<file path="config.mk">
export PLATFORM = sky130hd
export DESIGN_NAME = dmx_rgb_fixture_strobe_dimmer_core
export DESIGN_NICKNAME = d
export VERILOG_FILES = /design/src/hdl/dmxf_pkg.sv /design/src/hdl/dmx_rgb_fixture_strobe_dimmer_core.sv /design/src/hdl/dmxf_ctrl.sv /design/src/hdl/dmxf_lane.sv
export SDC_FILE = /design/constraint.sdc
export NUM_CORES = 1
export LEC_CHECK = 0
export BUFFER_PORTS_ARGS = -buffer_cell sky130_fd_sc_hd__buf_2
export CAP_MARGIN = 40
export CORE_MARGIN = 5
export CORE_UTILIZATION = 25
export CTS_CLUSTER_DIAMETER = 30
export DETAILED_ROUTE_END_ITERATION = 10
export SLEW_MARGIN = 15
export SYNTH_ARGS = -nofsm -noshare
export SYNTH_HDL_FRONTEND = slang
export SYNTH_SLANG_ARGS = --single-unit
</file>
<file path="constraint.sdc">
create_clock -name clock -period 13 [get_ports clock]
set_input_delay 1.95 -clock clock [delete_from_list [all_inputs] [get_ports clock]]
set_output_delay 1.95 -clock clock [all_outputs]
set_load 0.005 [all_outputs]
</file>
<file path="src/hdl/dmxf_pkg.sv">
`timescale 1ns / 1ps
`default_nettype none
// ----------------------------------------------------------------------------
// DMX fixture package
// Types, constants and shared arithmetic for the strobe and dimmer core.
// ----------------------------------------------------------------------------
package dmxf_pkg;

   localparam int FOOTPRINT_DEFAULT     = 5;
   localparam int PATTERN_COUNT_DEFAULT = 8;
   localparam int LANES                 = 3;

   localparam logic [15:0] OFF_TIME_BASE     = 16'd51000;
   localparam logic [7:0]  OFF_TIME_SLOPE    = 8'd190;
   localparam logic [7:0]  FULL_LEVEL        = 8'hFF;
   localparam logic [2:0]  DIP_MASK_RED      = 3'h7;
   localparam logic [0:0]  CSR_STROBE_ON_IDX = 1'b0;

   typedef enum logic [1:0] {
      SRC_HOLD,
      SRC_SCALE,
      SRC_LOAD
   } src_type;

   typedef struct packed {
      src_type    sel;
      logic [7:0] value;
   } lane_req_type;

   typedef struct packed {
      logic ld_mult;
      logic ld_out;
   } lane_ctl_type;

   typedef struct packed {
      logic [8:0]                   address;
      logic [7:0]                   master;
      lane_req_type [LANES-1:0]     lanes;
   } stage_type;

   // Red, green, blue of each pattern step.
   localparam logic [23:0] PATTERN_TABLE [8] = '{
      24'h000000,
      24'hFF0000,
      24'h00FF00,
      24'h0000FF,
      24'h808000,
      24'h008080,
      24'h800080,
      24'hFFFFFF
   };

   // Exact quotient by 255 for any value whose quotient fits in eight bits.
   function automatic logic [7:0] div255(input logic [15:0] x);
      logic [8:0] rem;
      logic [7:0] quo;
      quo = x[15:8];
      rem = {1'b0, x[7:0]} + {1'b0, x[15:8]};
      if (rem >= {1'b0, FULL_LEVEL}) begin
         quo = quo + 8'd1;
      end
      return quo;
   endfunction

endpackage
`default_nettype wire

</file>
<file path="src/hdl/dmx_rgb_fixture_strobe_dimmer_core.sv">
`timescale 1ns / 1ps
`default_nettype none
// ----------------------------------------------------------------------------
// DMX RGB fixture strobe and dimmer core
// Each request is one pass of the fixture control loop: timer tick, DIP
// switches, microphone event and the five DMX channels go in; the three LED
// levels, the gated master level and the start address come out.
// The request channel (req_) and response channel (rsp_) use valid and
// stall; a transfer happens at a clock edge with valid high and stall low.
// A response passes the control, lane and output registers after acceptance;
// one request is taken in every cycle unless all stages are full and rsp_ stalls.
// The control stage updates all loop state in the cycle of acceptance; three
// colour lanes then multiply by the master level in one stage and divide by
// 255 into the output register, which joins the lanes with the master level
// and address.
// When the receiver stalls, the response register holds and the stages
// behind it keep filling; requests are stalled only once all three stages
// hold a request. The strobe on-time is set through the APB port at byte
// address 0. Reset is synchronous and restores every loop register, the
// colour registers and the strobe on-time of three ticks.
// ----------------------------------------------------------------------------
module dmx_rgb_fixture_strobe_dimmer_core #(
   parameter int FOOTPRINT     = dmxf_pkg::FOOTPRINT_DEFAULT,
   parameter int PATTERN_COUNT = dmxf_pkg::PATTERN_COUNT_DEFAULT
) (
   input  wire logic        clock,
   input  wire logic        reset,

   input  wire logic        psel,
   input  wire logic        penable,
   input  wire logic        pwrite,
   input  wire logic [2:0]  paddr,
   input  wire logic [31:0] pwdata,
   output logic [31:0]      prdata,
   output logic             pready,

   input  wire logic        req_valid,
   output logic             req_stall,
   input  wire logic        req_tick,
   input  wire logic [8:0]  req_dip_address,
   input  wire logic        req_mode_switch,
   input  wire logic        req_mic_event,
   input  wire logic [7:0]  req_dmx_master,
   input  wire logic [7:0]  req_dmx_strobe,
   input  wire logic [7:0]  req_dmx_red,
   input  wire logic [7:0]  req_dmx_green,
   input  wire logic [7:0]  req_dmx_blue,

   output logic             rsp_valid,
   input  wire logic        rsp_stall,
   output logic [7:0]       rsp_led_red,
   output logic [7:0]       rsp_led_green,
   output logic [7:0]       rsp_led_blue,
   output logic [7:0]       rsp_master_level,
   output logic [8:0]       rsp_start_address
);

   logic [7:0] strobe_on_ff;
   logic       v1_ff, v1_in;
   logic       v2_ff, v2_in;
   logic       v3_ff, v3_in;
   logic       accept, ld2, ld3, rsp_fire;
   logic [7:0] s2_master_ff, out_master_ff;
   logic [8:0] s2_address_ff, out_address_ff;
   logic [7:0] colour [dmxf_pkg::LANES];

   dmxf_pkg::stage_type    stage;
   dmxf_pkg::lane_ctl_type lane_ctl;

   assign pready = 1'b1;
   assign prdata = (paddr[2] == dmxf_pkg::CSR_STROBE_ON_IDX) ? {24'd0, strobe_on_ff} : 32'd0;

   always_ff @(posedge clock) begin
      if (reset) begin
         strobe_on_ff <= 8'd3;
      end else if (psel && penable && pwrite && pready
                   && (paddr[2] == dmxf_pkg::CSR_STROBE_ON_IDX)) begin
         strobe_on_ff <= pwdata[7:0];
      end
   end

   always_comb begin
      rsp_fire  = v3_ff && !rsp_stall;
      ld3       = v2_ff && (!v3_ff || !rsp_stall);
      ld2       = v1_ff && (!v2_ff || ld3);
      req_stall = v1_ff && !ld2;
      accept    = req_valid && !req_stall;
      v1_in     = accept || (v1_ff && !ld2);
      v2_in     = ld2 || (v2_ff && !ld3);
      v3_in     = ld3 || (v3_ff && !rsp_fire);
      lane_ctl  = '{ld_mult: ld2, ld_out: ld3};
   end

   always_ff @(posedge clock) begin
      if (reset) begin
         v1_ff <= 1'b0;
         v2_ff <= 1'b0;
         v3_ff <= 1'b0;
      end else begin
         v1_ff <= v1_in;
         v2_ff <= v2_in;
         v3_ff <= v3_in;
      end
   end

   dmxf_ctrl #(
      .FOOTPRINT     (FOOTPRINT),
      .PATTERN_COUNT (PATTERN_COUNT)
   ) u_ctrl (
      .clock           (clock),
      .reset           (reset),
      .accept          (accept),
      .tick            (req_tick),
      .dip_address     (req_dip_address),
      .mode_switch     (req_mode_switch),
      .mic_event       (req_mic_event),
      .dmx_master      (req_dmx_master),
      .dmx_strobe      (req_dmx_strobe),
      .dmx_red         (req_dmx_red),
      .dmx_green       (req_dmx_green),
      .dmx_blue        (req_dmx_blue),
      .strobe_on_ticks (strobe_on_ff),
      .stage           (stage)
   );

   for (genvar g = 0; g < dmxf_pkg::LANES; g++) begin : g_lane
      dmxf_lane u_lane (
         .clock    (clock),
         .reset    (reset),
         .ctl      (lane_ctl),
         .lane_req (stage.lanes[g]),
         .master   (stage.master),
         .colour   (colour[g])
      );
   end

   always_ff @(posedge clock) begin
      if (ld2) begin
         s2_master_ff  <= stage.master;
         s2_address_ff <= stage.address;
      end
      if (ld3) begin
         out_master_ff  <= s2_master_ff;
         out_address_ff <= s2_address_ff;
      end
   end

   assign rsp_valid         = v3_ff;
   assign rsp_led_red       = colour[0];
   assign rsp_led_green     = colour[1];
   assign rsp_led_blue      = colour[2];
   assign rsp_master_level  = out_master_ff;
   assign rsp_start_address = out_address_ff;

   a_stall_only_when_full: assert property (@(posedge clock) disable iff (reset)
      req_stall |-> (v1_ff && v2_ff && v3_ff && rsp_stall))
      else $error("request stalled while a pipeline stage was free");

   a_fill_behind_stall: assert property (@(posedge clock) disable iff (reset)
      (!v1_ff && !v2_ff) |-> !req_stall)
      else $error("request stalled with an empty front of pipeline");

   a_address_range: assert property (@(posedge clock) disable iff (reset)
      rsp_valid |-> ((rsp_start_address != 9'd0)
                     && (rsp_start_address <= 9'(512 - FOOTPRINT))))
      else $error("start address outside the permitted range");

   a_response_held: assert property (@(posedge clock) disable iff (reset)
      (rsp_valid && rsp_stall) |=> (rsp_valid && $stable(rsp_led_red)
                                    && $stable(rsp_led_green) && $stable(rsp_led_blue)
                                    && $stable(rsp_master_level)
                                    && $stable(rsp_start_address)))
      else $error("output stage reloaded while the response was stalled");

endmodule
`default_nettype wire

</file>
<file path="src/hdl/dmxf_ctrl.sv">
`timescale 1ns / 1ps
`default_nettype none
// ----------------------------------------------------------------------------
// DMX fixture control stage
// Follows the DIP switches, runs the strobe timing and master gating, and
// chooses the colour source for each lane. Updates its state per request.
// ----------------------------------------------------------------------------
module dmxf_ctrl #(
   parameter int FOOTPRINT     = dmxf_pkg::FOOTPRINT_DEFAULT,
   parameter int PATTERN_COUNT = dmxf_pkg::PATTERN_COUNT_DEFAULT
) (
   input  wire logic                clock,
   input  wire logic                reset,
   input  wire logic                accept,
   input  wire logic                tick,
   input  wire logic [8:0]          dip_address,
   input  wire logic                mode_switch,
   input  wire logic                mic_event,
   input  wire logic [7:0]          dmx_master,
   input  wire logic [7:0]          dmx_strobe,
   input  wire logic [7:0]          dmx_red,
   input  wire logic [7:0]          dmx_green,
   input  wire logic [7:0]          dmx_blue,
   input  wire logic [7:0]          strobe_on_ticks,
   output dmxf_pkg::stage_type      stage
);

   localparam logic [8:0] ADDR_MAX = 9'(512 - FOOTPRINT);

   logic       dmx_mode_ff, dmx_mode_in;
   logic       dip_seen_ff;
   logic [8:0] dip_cache_ff;
   logic [8:0] address_ff, address_in;
   logic [7:0] tick_count_ff, tick_count_in;
   logic       flash_lit_ff, flash_lit_in;
   logic       strobe_was_ff, strobe_was_in;
   logic [7:0] master_ff, master_in;
   logic [2:0] pattern_ff, pattern_in;
   dmxf_pkg::stage_type stage_ff, stage_in;

   logic        refresh;
   logic        dip_changed;
   logic        strobe_on;
   logic [15:0] off_num;
   logic [7:0]  off_ticks;
   logic [3:0]  pattern_next;
   logic [23:0] pattern_rgb;
   logic [7:0]  static_red, static_green, static_blue;

   always_comb begin
      off_num   = dmxf_pkg::OFF_TIME_BASE
                - ({8'd0, dmxf_pkg::OFF_TIME_SLOPE} * {8'd0, dmx_strobe});
      off_ticks = dmxf_pkg::div255(off_num);
   end

   always_comb begin
      static_red   = {dip_address[2:0] & dmxf_pkg::DIP_MASK_RED, 5'd0};
      static_green = {dip_address[5:3], 5'd0};
      static_blue  = {dip_address[7:6], 6'd0};
      pattern_next = {1'b0, pattern_ff} + 4'd1;
      if (32'(pattern_next) >= PATTERN_COUNT) begin
         pattern_next = 4'd0;
      end
      pattern_rgb = dmxf_pkg::PATTERN_TABLE[pattern_next[2:0]];
   end

   always_comb begin
      tick_count_in = tick_count_ff;
      if (tick && (tick_count_ff != dmxf_pkg::FULL_LEVEL)) begin
         tick_count_in = tick_count_ff + 8'd1;
      end

      dmx_mode_in   = mode_switch;
      refresh       = (mode_switch != dmx_mode_ff) && !mode_switch;
      dip_changed   = !dip_seen_ff || (dip_address != dip_cache_ff);
      address_in    = address_ff;
      master_in     = master_ff;
      flash_lit_in  = flash_lit_ff;
      strobe_was_in = strobe_was_ff;
      pattern_in    = pattern_ff;
      strobe_on     = (dmx_strobe != 8'd0);

      stage_in = '0;
      for (int i = 0; i < dmxf_pkg::LANES; i++) begin
         stage_in.lanes[i].sel = dmxf_pkg::SRC_HOLD;
      end

      if (dip_changed) begin
         if (dip_address == 9'd0) begin
            address_in = 9'd1;
         end else if (dip_address > ADDR_MAX) begin
            address_in = ADDR_MAX;
         end else begin
            address_in = dip_address;
         end
         if (!mode_switch) begin
            refresh = 1'b1;
         end
      end

      if (refresh) begin
         master_in = dmxf_pkg::FULL_LEVEL;
         stage_in.lanes[0] = '{sel: dmxf_pkg::SRC_LOAD, value: static_red};
         stage_in.lanes[1] = '{sel: dmxf_pkg::SRC_LOAD, value: static_green};
         stage_in.lanes[2] = '{sel: dmxf_pkg::SRC_LOAD, value: static_blue};
      end

      if (mode_switch) begin
         if (!strobe_was_ff && strobe_on) begin
            tick_count_in = 8'd0;
            flash_lit_in  = 1'b1;
         end
         strobe_was_in = strobe_on;
         if (strobe_on) begin
            if (flash_lit_in) begin
               if (tick_count_in >= strobe_on_ticks) begin
                  master_in     = 8'd0;
                  flash_lit_in  = 1'b0;
                  tick_count_in = 8'd0;
               end else begin
                  master_in = dmx_master;
               end
            end else begin
               if (tick_count_in > off_ticks) begin
                  master_in     = dmx_master;
                  flash_lit_in  = 1'b1;
                  tick_count_in = 8'd0;
               end else begin
                  master_in = 8'd0;
               end
            end
         end else begin
            master_in = dmx_master;
         end
         stage_in.lanes[0] = '{sel: dmxf_pkg::SRC_SCALE, value: dmx_red};
         stage_in.lanes[1] = '{sel: dmxf_pkg::SRC_SCALE, value: dmx_green};
         stage_in.lanes[2] = '{sel: dmxf_pkg::SRC_SCALE, value: dmx_blue};
      end else if ((dip_address == 9'd0) && mic_event) begin
         pattern_in = pattern_next[2:0];
         stage_in.lanes[0] = '{sel: dmxf_pkg::SRC_LOAD, value: pattern_rgb[23:16]};
         stage_in.lanes[1] = '{sel: dmxf_pkg::SRC_LOAD, value: pattern_rgb[15:8]};
         stage_in.lanes[2] = '{sel: dmxf_pkg::SRC_LOAD, value: pattern_rgb[7:0]};
      end

      stage_in.master  = master_in;
      stage_in.address = address_in;
   end

   always_ff @(posedge clock) begin
      if (reset) begin
         dmx_mode_ff   <= 1'b1;
         dip_seen_ff   <= 1'b0;
         dip_cache_ff  <= 9'd0;
         address_ff    <= 9'd1;
         tick_count_ff <= 8'd0;
         flash_lit_ff  <= 1'b0;
         strobe_was_ff <= 1'b0;
         master_ff     <= 8'd0;
         pattern_ff    <= 3'd0;
      end else if (accept) begin
         dmx_mode_ff   <= dmx_mode_in;
         dip_seen_ff   <= 1'b1;
         dip_cache_ff  <= dip_address;
         address_ff    <= address_in;
         tick_count_ff <= tick_count_in;
         flash_lit_ff  <= flash_lit_in;
         strobe_was_ff <= strobe_was_in;
         master_ff     <= master_in;
         pattern_ff    <= pattern_in;
      end
   end

   always_ff @(posedge clock) begin
      if (accept) begin
         stage_ff <= stage_in;
      end
   end

   assign stage = stage_ff;

endmodule
`default_nettype wire

</file>
<file path="src/hdl/dmxf_lane.sv">
`timescale 1ns / 1ps
`default_nettype none
// ----------------------------------------------------------------------------
// DMX fixture colour lane
// Scales one colour channel by the master level over two stages and keeps
// the colour register, which holds its value when no new source is chosen.
// ----------------------------------------------------------------------------
module dmxf_lane (
   input  wire logic                   clock,
   input  wire logic                   reset,
   input  dmxf_pkg::lane_ctl_type      ctl,
   input  dmxf_pkg::lane_req_type      lane_req,
   input  wire logic [7:0]             master,
   output logic [7:0]                  colour
);

   dmxf_pkg::src_type sel_ff;
   logic [7:0]        value_ff;
   logic [15:0]       product_ff;
   logic [7:0]        colour_ff, colour_in;

   always_ff @(posedge clock) begin
      if (ctl.ld_mult) begin
         sel_ff     <= lane_req.sel;
         value_ff   <= lane_req.value;
         product_ff <= {8'd0, lane_req.value} * {8'd0, master};
      end
   end

   always_comb begin
      case (sel_ff)
         dmxf_pkg::SRC_SCALE: colour_in = dmxf_pkg::div255(product_ff);
         dmxf_pkg::SRC_LOAD:  colour_in = value_ff;
         default:             colour_in = colour_ff;
      endcase
   end

   always_ff @(posedge clock) begin
      if (reset) begin
         colour_ff <= 8'd0;
      end else if (ctl.ld_out) begin
         colour_ff <= colour_in;
      end
   end

   assign colour = colour_ff;

endmodule
`default_nettype wire
</file>
==> results of run 1 <==
==> state kept, by name, summed over array words and instances, names as in the netlist, 2 cells and up <==
signal                    count
u_ctrl.pattern_ff             3
u_ctrl.address_ff             9
u_ctrl.stage                 43
s2_address_ff                 9
g_lane.u_lane.sel_ff          2
u_ctrl.tick_count_ff          8
u_ctrl.master_ff              8
u_ctrl.dip_cache_ff           9
g_lane.u_lane.product_ff     48
rsp_start_address             9
strobe_on_ff                  8
g_lane.u_lane.colour         24
s2_master_ff                  8
g_lane.u_lane.value_ff       24
rsp_master_level              8
==> final timing paths <==
kind	to	slack, ns	cells after the start
setup / recovery	u_ctrl.master_ff[0]	3.43	37
hold / removal	rsp_master_level[6]	0.41	0
setup reg to reg	g_lane[2].u_lane.product_ff[15]	7.84	17
hold reg to reg	rsp_master_level[6]	0.41	0
==> critical path, delay by kind of cell <==
family	cells	cell delay (ns)
AOI/OAI and AO/OA	8	1.77
xor gates and xnor gates	4	0.84
adders and majority gates	7	2.99
buffers and inverters	5	0.35
and+or+nand+nor	13	2.21
==> synthesized netlist by cell type, drive strengths merged (3+ instances only) <==
library cell | n | area, µm²
nand2b | 16 | 100
or3 | 4 | 25.0
fa | 134 | 2680
nand4 | 14 | 87.6
edfxtp | 151 | 4530
o21bai | 3 | 22.5
o21a | 10 | 75.1
o22ai | 11 | 68.8
a31oi | 6 | 37.5
a21boi | 4 | 30.0
o41a | 5 | 56.3
nor2 | 117 | 439
and3 | 18 | 113
mux2i | 7 | 70.1
o211ai | 13 | 97.6
xnor2 | 79 | 692
nor4 | 5 | 37.5
o2bb2ai | 8 | 70.1
buf | 36 | 234
nand2 | 196 | 736
mux2 | 10 | 113
clkbuf | 42 | 158
o2111ai | 5 | 43.8
or2 | 7 | 46.3
nor3 | 32 | 191
a21o | 44 | 330
xor2 | 40 | 365
inv | 208 | 781
nor3b | 3 | 22.5
o21ai | 55 | 279
a211oi | 7 | 67.6
a41o | 3 | 30.0
nand3 | 38 | 195
and4b | 3 | 30.0
nor2b | 12 | 82.6
and2 | 104 | 651
dfxtp | 76 | 1520
a21oi | 77 | 404
ha | 205 | 2560
==> cell type report <==
| type | count | area, µm² | area share |
|---|---|---|---|
| clock buffer | 61 | 1490 | 0.0674 |
| inverter | 209 | 785 | 0.0354 |
| tap | 959 | 1200 | 0.0541 |
| multi-input combinational | 1346 | 11200 | 0.507 |
| timing repair buffer | 141 | 803 | 0.0362 |
| clock inverter | 51 | 578 | 0.0261 |
| sequential | 227 | 6060 | 0.273 |
| antenna | 9 | 22.5 | 0.00102 |
==> logic make-up after synthesis <==
group / Yosys count
AO/OA/AOI/OAI: 270
XOR/XNOR: 119
adder cells (fa/ha/maj): 339
buffers and inverters: 287
flip-flops: 227
multiplexers: 17
other: 2
AND/OR/NAND/NOR: 576
==> per-layer routing <==
metal / vias to the layer above / global-route usage
met2: 279 / 0.185
met3: 67 / 0.0374
li1: 6493 / -
met5: - / 0
met1: 6315 / 0.150
met4: 8 / 0.0315
==> per-stage QoR <==
stage / std cells / hold WS, ns / area, µm² / power, mW
after floorplan: 1860 / 0.400 / 18400 / 3.10
after global placement: 2877 / 0.400 / 20000 / 3.56
after detailed placement: 2880 / 0.405 / 20000 / 3.60
after CTS: 2992 / 0.414 / 22100 / 5.13
after global routing: 2995 / 0.422 / 22100 / 5.56
final: 3003 / 0.414 / 22200 / 5.05
==> power by group through the flow <==
stage          logic, mW  clock network [mW]  registers [mW]
6_report            2.54                1.49            1.02
5_1_grt             2.96                1.56            1.03
4_1_cts             2.58                1.52            1.02
3_5_place_dp        2.56                   0            1.03
3_3_place_gp        2.52                   0            1.04
2_1_floorplan       2.11                   0           0.996
==> impl_metrics.tcl, run 1 <==
set metrics [dict create \
    h-tree-depth 2 \
    ir_drop_mv 0.198 \
    min_path_type "flop to flop" \
    drv_slew 0 \
    power_switching_share 0.384 \
    insertion_delay_ns 0.60 \
    crit_path_top_delay_cell "fa_1" \
    die_h_um 281 \
    die_area_mm2 0.0789 \
    setup.worst_path.start "req_dmx_strobe[4]" \
    core_area_mm2 0.0728 \
    syn_to_final_growth_pct 20.8 \
    antenna_found_initial 14 \
    tightest_slew_ns 0.787 \
    utilization 0.304 \
    crit_arrival_ns 10.10 \
    end_kind "flop" \
    synth_xor_area_frac 0.0576 \
    relSlewSlack 0.472 \
    tns_ns 0 \
    ys.flop_type "edfxtp_1" \
    synth_top_family_by_area "adder cells" \
    nets 2417 \
    maxUsedRoutingLayer "met5" \
    async_reset_ff_frac 0 \
    drt_wl_total_mm 45.6 \
    drt-vias-per-instance 4.38 \
    rsz0062_at_grt "no" \
    crit_path_max_fanout 9 \
    clock-root-buffer "clkbuf_16" \
    clkSinkCount 227 \
    yosys.area_share.adder 0.286 \
    synth-simple-area-share 0.153 \
    status "completed" \
    wl_per_cell_um 15.2 \
    p_switching_mw 1.94 \
    period_share 0.736 \
    fillers 7588 \
    clk_pin_slew_ns 0.05 \
    fin_worst_skew_ns 0.0275 \
    ys_warn_count 0 \
    grt_pass1_wl_mm 72.8 \
    p_int_mw 3.11 \
    syn_inst 1837 \
    powerDensity_mw_per_mm2 228 \
    critPathKind "input port to flop" \
    dr.first_iter.drc_count 643 \
    cts.path.max_buffers 3 \
    p_comb_frac 0.503 \
    cap_viol_max_count 0 \
    max_clock_freq_mhz 104 \
    setup_viol 0 \
    grt-ovfl-total 0 \
    wl_met3_mm 3.44 \
    portBuffers 118 \
    place_ws_ns 2.70 \
    ys_ff_latch 227 \
    r2r_start "u_ctrl.stage[32]" \
    grt_pass1_vias 13407 \
    tritoncts "built" \
    vias 13162 \
    die_x_um 281 \
    met1_length_mm 20.8 \
    ys_seq_area_frac 0.330 \
    syn_area_per_cell_um2 9.99 \
    seqPwrFrac 0.202 \
    initial_core_util 0.252 \
    dpl.hpwl_mm 34.8 \
    postCtsHoldBufs 0 \
    firstDrtPassIters 4 \
    ios 170 \
    setup_ws_ns 3.43 \
    synth_mux_area_frac 0.00995 \
    synth_compound_area_frac 0.0986 \
    critical_path_required_ns 13.52 \
    numCtsBuffers 59 \
    post_cts_resized 0 \
    final_antenna_net_count 0 \
    cts_setup_buffers 0 \
    p_clk_frac 0.294 \
    drc_errors 0 \
    final_cell_mix "inv_1, ha_1, nand2_1" \
    yosys.cell_types.count 75 \
    startpoint_type "input port" \
    drive_gt1_frac 0.142 \
    synth_edf_count 151 \
    hold_viol 0 \
    gp_congestion 0.764 \
    period_needed_ns 9.57 \
    route.met2.wl_mm 20.3 \
    critPathMaxStageDelay_ns 0.54 \
    layout_commonest_cell "inv_1" \
    grt_usage 0.115 \
    grt_max_degree 63 \
    rows 99 \
    p_leak_nw 9.91 \
    hold_start "s2_master_ff[6]" \
    synth_area_mm2 0.0184 \
]
(Power assumes the default switching activity.)
==> run 2, diff against run 1 <==
==> constraint.sdc (replaced) <==
create_clock -name clock -period 10 [get_ports clock]
set_input_delay 1.5 -clock clock [delete_from_list [all_inputs] [get_ports clock]]
set_output_delay 1.5 -clock clock [all_outputs]
set_load 0.005 [all_outputs]
==> run 2 against run 1 <==
Compared with the run above:
- total power rose by 28%
- sequential power grew 30%
- register-to-register slack got worse by 3.0 ns
- combinational power up 30%
- sequential share of layout area grew 0.11 points
- global-route usage hardly changed
- clock power rose by 22%
- sequential cell count is the same
- routed wire length is 0.77% lower
- critical path depth did not move
- largest power group unchanged
==> impl_metrics.tcl, run 2 (synthesized netlist as in run 1, its figures left out) <==
set metrics [dict create \
    status "completed" \
    wl_per_cell_um 15.1 \
    setup_viol 0 \
    tns_ns 0 \
    cp_top_family "adder cells" \
    critical_path_required_ns 10.51 \
    holdWs_ns 0.411 \
    tritoncts "built" \
    die_h_um 281 \
    grt_max_degree 51 \
    max_clock_freq_mhz 112 \
    critPathKind "input port to flop" \
    insertion_delay_ns 0.59 \
    clkSinkCount 227 \
    drc_errors 0 \
    crit_buf_inv 5 \
    p_clk_frac 0.282 \
    power_switching_share 0.384 \
    final_cell_mix "inv_1, ha_1, nand2_1" \
    grt-ovfl-total 0 \
    critPathMaxStageDelay_ns 0.54 \
    cts.path.max_buffers 3 \
    post_dp_cell_area_mm2 0.0201 \
    design_area_mm2 0.0221 \
    ir_drop_mv 0.239 \
    core_area_mm2 0.0728 \
    crit_arrival_ns 9.40 \
    ios 170 \
    post_cts_resized 0 \
    period_needed_ns 8.89 \
    min_path_type "flop to flop" \
    firstDrtPassIters 5 \
    die_area_mm2 0.0789 \
    fillers 7631 \
    antenna_found_initial 11 \
    nets 2417 \
    drt_wl_total_mm 45.2 \
    crit_path_top_delay_cell "fa_1" \
    tightest_slew_ns 0.839 \
    drt-vias-per-instance 4.39 \
    seqPwrFrac 0.206 \
    drive_gt1_frac 0.138 \
    period_share 0.889 \
    p_leak_nw 9.90 \
    top_register "g_lane.u_lane.product_ff" \
    layout_commonest_cell "inv_1" \
    hold_viol 0 \
    h-tree-depth 2 \
    clock-root-buffer "clkbuf_16" \
    startpoint_type "input port" \
    fin_worst_skew_ns 0.0125 \
    numCtsBuffers 57 \
    end_kind "flop" \
    clk_pin_slew_ns 0.04 \
    p_comb_frac 0.511 \
    dr.first_iter.drc_count 609 \
    p_int_mw 3.98 \
    dpl.hpwl_mm 34.9 \
    drv_slew 0 \
    grt_pass1_vias 13316 \
    grt_usage 0.115 \
    cts_setup_buffers 0 \
    rows 99 \
    grt_pass1_wl_mm 72.6 \
    syn_to_final_growth_pct 20.3 \
    portBuffers 118 \
    final_antenna_net_count 0 \
    gp_congestion 0.790 \
    p_switching_mw 2.48 \
    rsz0062_at_grt "no" \
    relSlewSlack 0.439 \
    postCtsHoldBufs 0 \
    cap_viol_max_count 0 \
    initial_core_util 0.252 \
    vias 13161 \
    crit_path_max_fanout 8 \
    die_x_um 281 \
    powerDensity_mw_per_mm2 292 \
    largest_reg_flops 48 \
]
==> run 2: power groups by stage <==
stage,logic [mW],clock network [mW],registers (mW)
2_1_floorplan,2.74,0,1.29
3_3_place_gp,3.28,0,1.35
3_5_place_dp,3.33,0,1.35
4_1_cts,3.35,1.87,1.33
6_report,3.30,1.82,1.33
5_1_grt,3.83,1.92,1.34
==> run 2: metal layers <==
| layer | vias to the layer above | share of wire | GRT usage | routed length [µm] |
|---|---|---|---|---|
| li1 | 6461 | - | - | - |
| met1 | 6335 | 0.46 | 0.152 | 20800 |
| met2 | 277 | 0.44 | 0.182 | 20000 |
| met3 | 78 | 0.074 | 0.0366 | 3340 |
| met4 | 10 | 0.022 | 0.0328 | 983 |
| met5 | - | 0.0017 | 0 | 75 |
==> run 2: final timing paths <==
kind | from | end | slack [ns] | cells past startpoint
hold / removal | s2_master_ff[7] | rsp_master_level[7] | 0.41 | 0
hold reg to reg | s2_master_ff[7] | rsp_master_level[7] | 0.41 | 0
setup / recovery | req_dmx_strobe[4] | u_ctrl.master_ff[7] | 1.11 | 37
setup reg to reg | u_ctrl.stage[32] | g_lane[1].u_lane.product_ff[15] | 4.88 | 20
==> run 2: per-stage QoR <==
stage	setup slack [ns]	total power, mW	util	cells
global placement	0.455	4.63	0.275	2878
finish	1.11	6.45	0.303	2995
CTS	1.04	6.55	0.303	2990
global route	0.339	7.10	0.303	2991
detailed placement	0.414	4.67	0.276	2883
floorplan	1.17	4.03	-	1860
==> run 2: layout make-up <==
| cell class | count | area (µm²) | area share |
|---|---|---|---|
| inverter | 209 | 785 | 0.0355 |
| antenna | 4 | 10.0 | 0.000453 |
| tap | 959 | 1200 | 0.0544 |
| timing repair buffer | 143 | 826 | 0.0374 |
| clock buffer | 74 | 1600 | 0.0726 |
| multi-input combinational | 1346 | 11200 | 0.509 |
| clock inverter | 33 | 368 | 0.0167 |
| sequential | 227 | 6060 | 0.274 |
==> run 3, diff against run 2 <==
--- a/config.mk
+++ b/config.mk
@@ -5,6 +5,7 @@
 export SDC_FILE = /design/constraint.sdc
 export NUM_CORES = 1
 export LEC_CHECK = 0
+export ABC_AREA = 1
 export BUFFER_PORTS_ARGS = -buffer_cell sky130_fd_sc_hd__buf_2
 export CAP_MARGIN = 40
 export CORE_MARGIN = 5
==> run 3 against run 2 <==
Compared with the run above:
- fmax up 13%
- sequential cell count unchanged
- via count up 17%
- sequential power down 4%
- critical endpoint is now u_ctrl.tick_count_ff[4]
- critical path depth up 6
- worst setup slack better by 0.99 ns
- cell count up 20%
- combinational power down 5%
- clock-buffer cell count down 20
- hold slack worse by 0.016 ns
- core utilization down 0.72 points
==> impl_metrics.tcl, run 3 <==
set metrics [dict create \
    cts_setup_buffers 0 \
    die_h_um 290 \
    final_cell_mix "nand2_1, inv_1, ha_1" \
    min_to "rsp_start_address[1]" \
    drv_slew 0 \
    place_ws_ns 1.47 \
    end_kind "flop" \
    ys_ff_latch 227 \
    critical_path_required_ns 10.49 \
    die_x_um 290 \
    layout_commonest_cell "nand2_1" \
    top_register "g_lane.u_lane.product_ff" \
    largest_reg_flops 48 \
    powerDensity_mw_per_mm2 262 \
    h-tree-depth 2 \
    max_clock_freq_mhz 127 \
    cts.path.max_buffers 3 \
    period_share 0.790 \
    tightest_slew_ns 0.773 \
    crit_arrival_ns 8.39 \
    power_switching_share 0.433 \
    ir_drop_mv 0.340 \
    core_area_mm2 0.0776 \
    r2r_start "u_ctrl.stage[34]" \
    grt_pass1_vias 15119 \
    numCtsBuffers 47 \
    firstDrtPassIters 5 \
    syn_inst 2418 \
    portBuffers 118 \
    dr.first_iter.drc_count 824 \
    grt_usage 0.111 \
    rrSetupSlack_ns 5.31 \
    crit_path_top_delay_cell "fa_1" \
    synth_top_area_share 0.231 \
    yosysMostFrequentCell "nand2_1" \
    fillers 8328 \
    insertion_delay_ns 0.59 \
    p_clk_frac 0.263 \
    yosys.cell_types.count 47 \
    antenna_found_initial 1 \
    dp_cells 3518 \
    fin_worst_skew_ns 0.0528 \
    hold_start "s2_address_ff[1]" \
    clk_pin_slew_ns 0.05 \
    async_reset_ff_frac 0 \
    reg2regPathDepth 20 \
    critPathMaxStageDelay_ns 0.54 \
    crit_path_max_fanout 7 \
    hold_viol 0 \
    tns_ns 0 \
    nets 2961 \
    drive_gt1_frac 0.104 \
    clkSinkCount 227 \
    synthTopCellsByCount "nand2_1, inv_1, ha_1" \
    setup_ws_ns 2.10 \
    syn_area_per_cell_um2 8.10 \
    cap_viol_max_count 0 \
    postCtsHoldBufs 0 \
    drt-vias-per-instance 4.27 \
    vias 15393 \
    whs_path_depth 0 \
    relSlewSlack 0.485 \
    startpoint_type "input port" \
    r2r-end "g_lane[2].u_lane.product_ff[14]" \
    synth_edf_count 151 \
    initial_core_util 0.253 \
    utilization 0.296 \
    p_comb_frac 0.525 \
    syn_to_final_growth_pct 17.2 \
    grt_pass1_wl_mm 77.7 \
    min_path_type "flop to flop" \
    ys_seq_area_frac 0.309 \
    ios 170 \
    seqPwrFrac 0.213 \
    gp_congestion 0.815 \
    synth.area.top_cells "edfxtp_1, fa_1, ha_1, nand2_1, inv_1" \
    status "completed" \
    period_needed_ns 7.90 \
    rows 102 \
    p_leak_nw 11.7 \
    synth_area_leader_cell "edfxtp_1" \
    p_int_mw 3.41 \
    p_switching_mw 2.60 \
    final_antenna_net_count 0 \
    setup_viol 0 \
    dpl.hpwl_mm 36.5 \
    crit_path_frequent_cell "nand2_1" \
    rsz0062_at_grt "no" \
    layoutNonFillerInstCount 3607 \
    ys_warn_count 0 \
    post_cts_resized 0 \
    ys.flop_type "edfxtp_1" \
    grt_max_degree 63 \
    tritoncts "built" \
    drt_wl_total_mm 47.4 \
    clock-root-buffer "clkbuf_16" \
    n_antenna_cell 0 \
    synth_area_mm2 0.0196 \
    drc_errors 0 \
    critPathKind "input port to flop" \
    die_area_mm2 0.0841 \
    wl_per_cell_um 13.1 \
    grt-ovfl-total 0 \
]
## run 3: worst max-delay path by stage
stage                     slack, ns               from  cells after the start                       to
after floorplan                2.40  req_dmx_strobe[4]                     44      u_ctrl.master_ff[1]
after global placement         1.51  req_dmx_strobe[4]                     45      u_ctrl.master_ff[1]
after detailed placement       1.47  req_dmx_strobe[4]                     43  u_ctrl.tick_count_ff[1]
after CTS                      2.09  req_dmx_strobe[4]                     43  u_ctrl.tick_count_ff[4]
after global routing           1.41  req_dmx_strobe[4]                     42  u_ctrl.tick_count_ff[4]
final                          2.10  req_dmx_strobe[4]                     43  u_ctrl.tick_count_ff[4]
## run 3: metrics by stage
stage	cell area (µm²)	power [mW]	hold WS (ns)
2_1_floorplan	19700	3.80	0.400
3_3_place_gp	21200	4.41	0.400
3_5_place_dp	21300	4.47	0.405
4_1_cts	22900	6.09	0.397
5_1_grt	23000	6.65	0.413
6_report	23000	6.01	0.395
## run 3: logic make-up (layout without fill, tap and decap cells)
| logic type | count (synthesis) | in the layout | share of synthesized area |
|---|---|---|---|
| AO/OA/AOI/OAI | 227 | 227 | 0.0628 |
| XOR/XNOR | 80 | 80 | 0.0358 |
| buffers and inverters | 532 | 658 | 0.108 |
| other | 2 | 25 | 0.000383 |
| flip-flops | 227 | 227 | 0.309 |
| adder cells (fa/ha/maj) | 339 | 339 | 0.268 |
| AND/OR/NAND/NOR | 1011 | 1011 | 0.217 |
## run 3: critical path, delay by kind of cell
kind            cells  cell delay (ns)
fa+ha+maj           8             3.27
xor+xnor            1             0.21
compound gates      5             0.67
buf+inv             8             0.57
simple gates       21             2.15
## run 3: cell type report
cell class	instances	area, µm²	area share
clock buffer	54	1210	0.0528
clock inverter	34	432	0.0188
inverter	434	1630	0.0710
multi-input combinational	1682	11500	0.502
sequential	227	6060	0.264
tap	1040	1300	0.0567
timing repair buffer	136	796	0.0347
## run 3: power groups by stage
| stage | Clock, mW | Sequential [mW] | Combinational, mW |
|---|---|---|---|
| after floorplan | 0 | 1.24 | 2.56 |
| after global placement | 0 | 1.29 | 3.12 |
| after detailed placement | 0 | 1.29 | 3.17 |
| after CTS | 1.62 | 1.27 | 3.19 |
| after global routing | 1.67 | 1.29 | 3.70 |
| final | 1.58 | 1.28 | 3.15 |
## run 3: routing by layer
metal	part of all wire	track usage
met3	0.071	0.0314
met5	0.00027	0
met4	0.018	0.0287
met1	0.46	0.150
met2	0.45	0.177
